### src/hw/rtl/jse_pkg.sv
// Package for the JSON string escaper: command codes, character codes,
// escape sequence sizing and the hex digit helper. No dependencies.
package jse_pkg;

    // Input command codes
    typedef enum logic [1:0] {
        CMD_CHAR  = 2'd0,
        CMD_START = 2'd1,
        CMD_END   = 2'd2,
        CMD_NONE  = 2'd3
    } t_cmd;

    typedef logic [7:0] t_byte;

    // Longest escape sequence (\u00xx) and its index width
    localparam int unsigned SEQ_MAX   = 6;
    localparam int unsigned SEQ_IDX_W = $clog2(SEQ_MAX);

    typedef logic [SEQ_IDX_W-1:0] t_seq_idx;

    // Character codes
    localparam t_byte CH_QUOTE  = 8'h22;
    localparam t_byte CH_BSLASH = 8'h5C;
    localparam t_byte CH_SLASH  = 8'h2F;
    localparam t_byte CH_NL     = 8'h0A;
    localparam t_byte CH_CR     = 8'h0D;
    localparam t_byte CH_TAB    = 8'h09;
    localparam t_byte CH_ZERO   = 8'h30;
    localparam t_byte CH_LOW_A  = 8'h61;
    localparam t_byte CH_LOW_N  = 8'h6E;
    localparam t_byte CH_LOW_R  = 8'h72;
    localparam t_byte CH_LOW_T  = 8'h74;
    localparam t_byte CH_LOW_U  = 8'h75;
    localparam t_byte CTRL_LIMIT = 8'd32;

    // Lowercase hex digit of a nibble
    function automatic t_byte hex_digit(input logic [3:0] nib);
        t_byte d;
        if (nib < 4'd10) begin
            d = CH_ZERO + {4'd0, nib};
        end else begin
            d = CH_LOW_A + {4'd0, nib - 4'd10};
        end
        return d;
    endfunction

endpackage

### src/hw/rtl/jse_ifs.sv
// Valid/ready stream interfaces for the JSON string escaper: the input
// channel (command, char_byte) and the result channel (out_byte, run_last).
// Depends on nothing.
interface jse_in_if;
    logic       valid;
    logic       ready;
    logic [1:0] command;
    logic [7:0] char_byte;

    modport source (output valid, output command, output char_byte, input ready);
    modport sink   (input valid, input command, input char_byte, output ready);
endinterface

interface jse_out_if;
    logic       valid;
    logic       ready;
    logic [7:0] out_byte;
    logic       run_last;

    modport source (output valid, output out_byte, output run_last, input ready);
    modport sink   (input valid, input out_byte, input run_last, output ready);
endinterface

### src/hw/rtl/json_string_escaper.sv
// Top level of the JSON string escaper: decodes each item into its escape
// sequence and streams it out one byte per cycle while o_out is not stalled.
// Depends on jse_pkg and the interfaces in jse_ifs.sv.
//
//  channel   dir  handshake        payload
//  i_in      in   valid/ready      command[1:0], char_byte[7:0]
//  o_out     out  valid/ready      out_byte[7:0], run_last
//  i_cfg_*   in   write enable     escape_slash_enable (1 bit)
//
// An item is decoded in the cycle it is accepted into the sequence register;
// its bytes leave through the result register one per cycle unless o_out
// stalls. An item escapes to 1 byte for plain bytes and quotes, 2 for short
// escapes and 6 for \u00xx. A new item is taken in the cycle the previous
// sequence hands over its last byte. Command 3 is taken and dropped. Stalls
// on o_out hold both registers. Reset is synchronous and clears control
// state and the slash enable.
module json_string_escaper (
    input  logic      i_clk,
    input  logic      i_rst_n,
    input  logic      i_cfg_we,
    input  logic      i_cfg_wdata,
    jse_in_if.sink    i_in,
    jse_out_if.source o_out
);

    // Configuration register
    logic r_escape_slash;

    // Sequence register
    jse_pkg::t_byte    r_seq [jse_pkg::SEQ_MAX];
    jse_pkg::t_seq_idx r_len;
    jse_pkg::t_seq_idx r_idx;
    logic              r_busy;

    // Result register
    logic           r_out_valid;
    jse_pkg::t_byte r_out_byte;
    logic           r_out_last;

    jse_pkg::t_byte    n_seq [jse_pkg::SEQ_MAX];
    jse_pkg::t_seq_idx n_len;
    logic              n_has_out;

    logic in_fire;
    logic out_load;
    logic seq_last;
    jse_pkg::t_byte cb;

    assign cb       = i_in.char_byte;
    assign seq_last = (r_idx == r_len);
    assign out_load = r_busy && (!r_out_valid || o_out.ready);
    assign i_in.ready = !r_busy || (out_load && seq_last);
    assign in_fire  = i_in.valid && i_in.ready;

    assign o_out.valid    = r_out_valid;
    assign o_out.out_byte = r_out_byte;
    assign o_out.run_last = r_out_last;

    // Decode the item into its escape sequence; r_len holds the last index
    always_comb begin
        for (int k = 0; k < jse_pkg::SEQ_MAX; k++) begin
            n_seq[k] = jse_pkg::CH_ZERO;
        end
        n_seq[0]  = jse_pkg::CH_BSLASH;
        n_len     = jse_pkg::t_seq_idx'(1);
        n_has_out = 1'b1;
        unique case (jse_pkg::t_cmd'(i_in.command))
            jse_pkg::CMD_START, jse_pkg::CMD_END: begin
                n_seq[0] = jse_pkg::CH_QUOTE;
                n_len    = '0;
            end
            jse_pkg::CMD_CHAR: begin
                if (cb == jse_pkg::CH_QUOTE || cb == jse_pkg::CH_BSLASH) begin
                    n_seq[1] = cb;
                end else if (cb == jse_pkg::CH_SLASH && r_escape_slash) begin
                    n_seq[1] = jse_pkg::CH_SLASH;
                end else if (cb == jse_pkg::CH_NL) begin
                    n_seq[1] = jse_pkg::CH_LOW_N;
                end else if (cb == jse_pkg::CH_CR) begin
                    n_seq[1] = jse_pkg::CH_LOW_R;
                end else if (cb == jse_pkg::CH_TAB) begin
                    n_seq[1] = jse_pkg::CH_LOW_T;
                end else if (cb < jse_pkg::CTRL_LIMIT) begin
                    n_seq[1] = jse_pkg::CH_LOW_U;
                    n_seq[4] = jse_pkg::hex_digit(cb[7:4]);
                    n_seq[5] = jse_pkg::hex_digit(cb[3:0]);
                    n_len    = jse_pkg::t_seq_idx'(jse_pkg::SEQ_MAX - 1);
                end else begin
                    n_seq[0] = cb;
                    n_len    = '0;
                end
            end
            default: begin
                // unused command: drop
                n_has_out = 1'b0;
            end
        endcase
    end

    // Hold the slash enable
    always_ff @(posedge i_clk) begin
        if (!i_rst_n) begin
            r_escape_slash <= 1'b0;
        end else if (i_cfg_we) begin
            r_escape_slash <= i_cfg_wdata;
        end
    end

    // Advance the sequence register
    always_ff @(posedge i_clk) begin
        if (!i_rst_n) begin
            r_busy <= 1'b0;
            r_idx  <= '0;
        end else if (in_fire) begin
            r_busy <= n_has_out;
            r_idx  <= '0;
        end else if (out_load) begin
            r_busy <= !seq_last;
            r_idx  <= r_idx + jse_pkg::t_seq_idx'(1);
        end
    end

    // Sequence payload
    always_ff @(posedge i_clk) begin
        if (in_fire) begin
            r_seq <= n_seq;
            r_len <= n_len;
        end
    end

    // Result register
    always_ff @(posedge i_clk) begin
        if (!i_rst_n) begin
            r_out_valid <= 1'b0;
        end else if (out_load) begin
            r_out_valid <= 1'b1;
        end else if (o_out.ready) begin
            r_out_valid <= 1'b0;
        end
    end

    always_ff @(posedge i_clk) begin
        if (out_load) begin
            r_out_byte <= r_seq[r_idx];
            r_out_last <= seq_last;
        end
    end

endmodule

### src/flat_wrapper.sv
// flat-port wrapper written by rule: the top's interface ports become plain ports
module json_string_escaper_flat 
  (i_clk, i_rst_n, i_cfg_we, i_cfg_wdata, i_in_valid, i_in_command, i_in_char_byte, i_in_ready, o_out_valid, o_out_out_byte, o_out_run_last, o_out_ready);
  jse_in_if i_in_i ();
  jse_out_if o_out_i ();
  input  logic i_clk;
  input  logic i_rst_n;
  input  logic i_cfg_we;
  input  logic i_cfg_wdata;
  input wire logic [$bits(i_in_i.valid)-1:0] i_in_valid;
  input wire logic [$bits(i_in_i.command)-1:0] i_in_command;
  input wire logic [$bits(i_in_i.char_byte)-1:0] i_in_char_byte;
  output wire logic [$bits(i_in_i.ready)-1:0] i_in_ready;
  output wire logic [$bits(o_out_i.valid)-1:0] o_out_valid;
  output wire logic [$bits(o_out_i.out_byte)-1:0] o_out_out_byte;
  output wire logic [$bits(o_out_i.run_last)-1:0] o_out_run_last;
  input wire logic [$bits(o_out_i.ready)-1:0] o_out_ready;
  assign i_in_i.valid = i_in_valid;
  assign i_in_i.command = i_in_command;
  assign i_in_i.char_byte = i_in_char_byte;
  assign i_in_ready = i_in_i.ready;
  assign o_out_valid = o_out_i.valid;
  assign o_out_out_byte = o_out_i.out_byte;
  assign o_out_run_last = o_out_i.run_last;
  assign o_out_i.ready = o_out_ready;
  json_string_escaper u_core (.i_clk(i_clk), .i_rst_n(i_rst_n), .i_cfg_we(i_cfg_we), .i_cfg_wdata(i_cfg_wdata), .i_in(i_in_i), .o_out(o_out_i));
endmodule
### config.mk
export PLATFORM = sky130hd
export DESIGN_NAME = json_string_escaper_flat
export DESIGN_NICKNAME = d
export VERILOG_FILES = /design/src/hw/rtl/jse_pkg.sv /design/src/hw/rtl/jse_ifs.sv /design/src/hw/rtl/json_string_escaper.sv /design/src/flat_wrapper.sv
export SDC_FILE = /design/constraint.sdc
export NUM_CORES = 1
export LEC_CHECK = 0
export BUFFER_PORTS_ARGS = -buffer_cell sky130_fd_sc_hd__buf_2
export CAP_MARGIN = 20
export CORE_UTILIZATION = 45
export DETAILED_ROUTE_END_ITERATION = 8
export PLACE_DENSITY = 0.65
export SLEW_MARGIN = 10
export SYNTH_ARGS = -nofsm -noshare
export SYNTH_HDL_FRONTEND = slang
export SYNTH_SLANG_ARGS = --single-unit
### constraint.sdc
create_clock -name i_clk -period 3 [get_ports i_clk]
set_input_delay 0.6 -clock i_clk [delete_from_list [all_inputs] [get_ports i_clk]]
set_output_delay 0.6 -clock i_clk [all_outputs]
set_load 0.005 [all_outputs]
==> impl_metrics.py <==
metrics = {
    "synth": {
        "ys.warnings.count": 0,
        "synthFlopType": "edfxtp_1",
        "ys_ff_latch": 45,
        "avgSynthCellArea_um2": 12.3,
        "ys_async_sr_fraction_pct": 0,
        "synthCells": 188,
        "synth_edf_count": 39,
        "ys_types": 48,
        "ys_seq_area_share_pct": 55.7,
        "synthesis.area_mm2": 0.00232,
    },
    "detailed_routing": {
        "wl_um": 4140,
        "via_per_inst": 5.29,
        "drt_iter0_drc": 73,
        "drc": 0,
        "ant_nets": 0,
        "wl_per_cell_um": 14.3,
        "num_vias": 1530,
        "firstDrtPassIters": 4,
    },
    "placement": {
        "placed_area_mm2": 0.00254,
        "portBuffers": 26,
        "hpwl_um": 3080,
        "gp_congestion": 0.920,
    },
    "sta": {
        "slew_viol_final": 0,
        "tightest_slew_ns": 0.590,
        "finalHoldViolCount": 0,
        "fin_crit_ns": 2.45,
        "min_period_over_period_pct": 81.7,
        "fin_tns_setup_ns": 0,
        "rsz0062_at_grt": "no",
        "relSlewSlack_pct": 60.1,
        "skew_ns": 0.00371,
        "fmax_mhz": 408,
        "setup_viol": 0,
    },
    "grt": {
        "gr-total-overflow": 0,
        "grt_pass1_wl_um": 7060,
        "grt_use_total_pct": 17.7,
        "grt_max_degree": 31,
        "antenna_found_initial": 0,
        "first_global_vias": 1472,
    },
    "worst_setup_path": {
        "startpoint_type": "flip-flop",
        "worstSetupEndpointType": "primary output",
        "cp.required_ns": 2.40,
        "worst-setup-path-type": "flip-flop to primary output",
        "worstPathArrival_ns": 1.85,
        "worstPathMaxFanout": 12,
    },
    "clocking": {
        "cts_num_sinks": 45,
        "postCtsSetupBuffers": 0,
        "clk_pin_slew_ns": 0.08,
        "cts_hold_buf": 0,
        "cts_tree": "yes",
        "h-tree-depth": 2,
        "clockBufferDepth": 2,
        "clk_latency_ns": 0.29,
        "cts_root_buffer": "clkbuf_8",
        "numCtsBuffers": 5,
        "cts_resized": 0,
    },
    "power": {
        "leakagePower_nw": 1.01,
        "vdd_ir_drop_max_v": 0.000157,
        "p_per_area_mw_per_mm2": 473,
    },
    "finish": {
        "n_antenna_cell": 0,
        "final_common_cell": "edfxtp_1",
        "fin_nets": 249,
        "drive_gt1_share_pct": 20.7,
        "final_area_mm2": 0.00262,
        "mostFrequentLayoutCells": "edfxtp_1, buf_2, ha_1",
        "area_delta_synth_final_pct": 13.1,
        "utilization_pct": 54.0,
    },
    "floorplanning": {
        "core-area_mm2": 0.00485,
        "die_h_um": 73.8,
        "die_width_um": 73.8,
        "num_io_pins": 27,
        "rows": 25,
        "start_util_pct": 47.8,
        "die_area_mm2": 0.00544,
    },
    "flow_run": {
        "maxCapViolCount": 0,
    },
    "min_path": {
        "worst_hold_path_type": "flip-flop to flip-flop",
    },
    "status": {
        "status": "completed",
    },
}
[routing by layer]
metal | track usage (%) | vias to the layer above | wire length (um)
met2 | 27.7 | 56 | 1900
li1 | - | 767 | -
met3 | 4.12 | 7 | 197
met1 | 23.1 | 700 | 1950
met5 | 0 | - | 0
met4 | 8.76 | 0 | 91
[sequential cells by signal (all words and copies together) (netlist names)]
register,count
u_core.o_out.out_byte,8
u_core.r_busy,1
u_core.r_seq,28
u_core.o_out.valid,1
u_core.r_idx,3
u_core.o_out.run_last,1
u_core.r_len,2
u_core.r_escape_slash,1
[report_power, final]
group	leakage, nW	total, mW	internal [mW]	switching (mW)
Clock	0.0430	0.341	0.157	0.184
Sequential	0.421	0.741	0.729	0.0117
Combinational	0.548	0.156	0.0670	0.0894
[worst max-delay path, cell delays in order (launching register included)]
cell and delay (ns):
dfxtp_1 0.65, xor2_1 0.16, o41ai_1 0.52, buf_2 0.22
[path summary, 6_finish.rpt]
check             startpoint                to  slack [ns]  depth (start not counted)
max          u_core.r_idx[2]        i_in_ready        0.55                          3
min            u_core.r_busy   u_core.r_idx[1]        0.53                          2
max reg2reg  u_core.r_idx[2]  u_core.r_seq[39]        0.76                          4
min reg2reg    u_core.r_busy   u_core.r_idx[1]        0.53                          2
[through the flow]
step	setup slack [ns]	cells	hold WS (ns)	power, mW
finish	0.550	289	0.534	1.24
global route	0.425	289	0.561	1.29
CTS	0.531	289	0.529	1.25
detailed placement	0.508	281	0.522	0.912
global placement	0.495	281	0.510	0.911
floorplan	0.555	192	0.479	0.857
[kinds of logic (layout without fill, tap and decap cells)]
kind of cell | Yosys count | count (layout) | share of synthesized area [%]
AOI/OAI and AO/OA | 34 | 34 | 10.6
xor gates and xnor gates | 7 | 7 | 2.65
DFF | 45 | 45 | 55.7
and+or+nand+nor | 60 | 60 | 14.1
adders and majority gates | 12 | 12 | 6.48
muxes | 9 | 9 | 6.64
buffers and inverters | 19 | 49 | 3.40
other | 2 | 6 | 0.324
[cell usage after synthesis, types with 2 or more instances]
library cell / count / area share [%]
a2111oi_0: 3 / 1.1
a21oi_1: 8 / 1.7
a31oi_1: 4 / 1.1
and2_1: 2 / 0.54
and3_1: 2 / 0.54
buf_2: 2 / 0.43
clkbuf_1: 3 / 0.49
conb_1: 2 / 0.32
dfxtp_1: 6 / 5.2
edfxtp_1: 39 / 51
ha_1: 12 / 6.5
inv_1: 10 / 1.6
mux2i_1: 3 / 1.3
mux4_2: 5 / 4.9
nand2_1: 10 / 1.6
nand2b_1: 3 / 0.81
nand3_1: 4 / 0.86
nand4_1: 3 / 0.81
nor2_1: 10 / 1.6
nor2b_1: 10 / 2.7
nor3_1: 7 / 1.5
o21ai_0: 4 / 0.86
o221a_1: 2 / 0.97
o41ai_1: 3 / 1.1
or3_1: 3 / 0.81
xnor2_1: 2 / 0.76
xor2_1: 5 / 1.9
[area by class of cell]
cell class	instances	area [um2]
tap	67	83.8
multi-input combinational	128	962
sequential	45	1290
timing repair buffer	30	160
clock buffer	5	68.8
inverter	11	41.3
clock inverter	3	12.5
fill	417	2230
(Power assumes the default switching activity.)
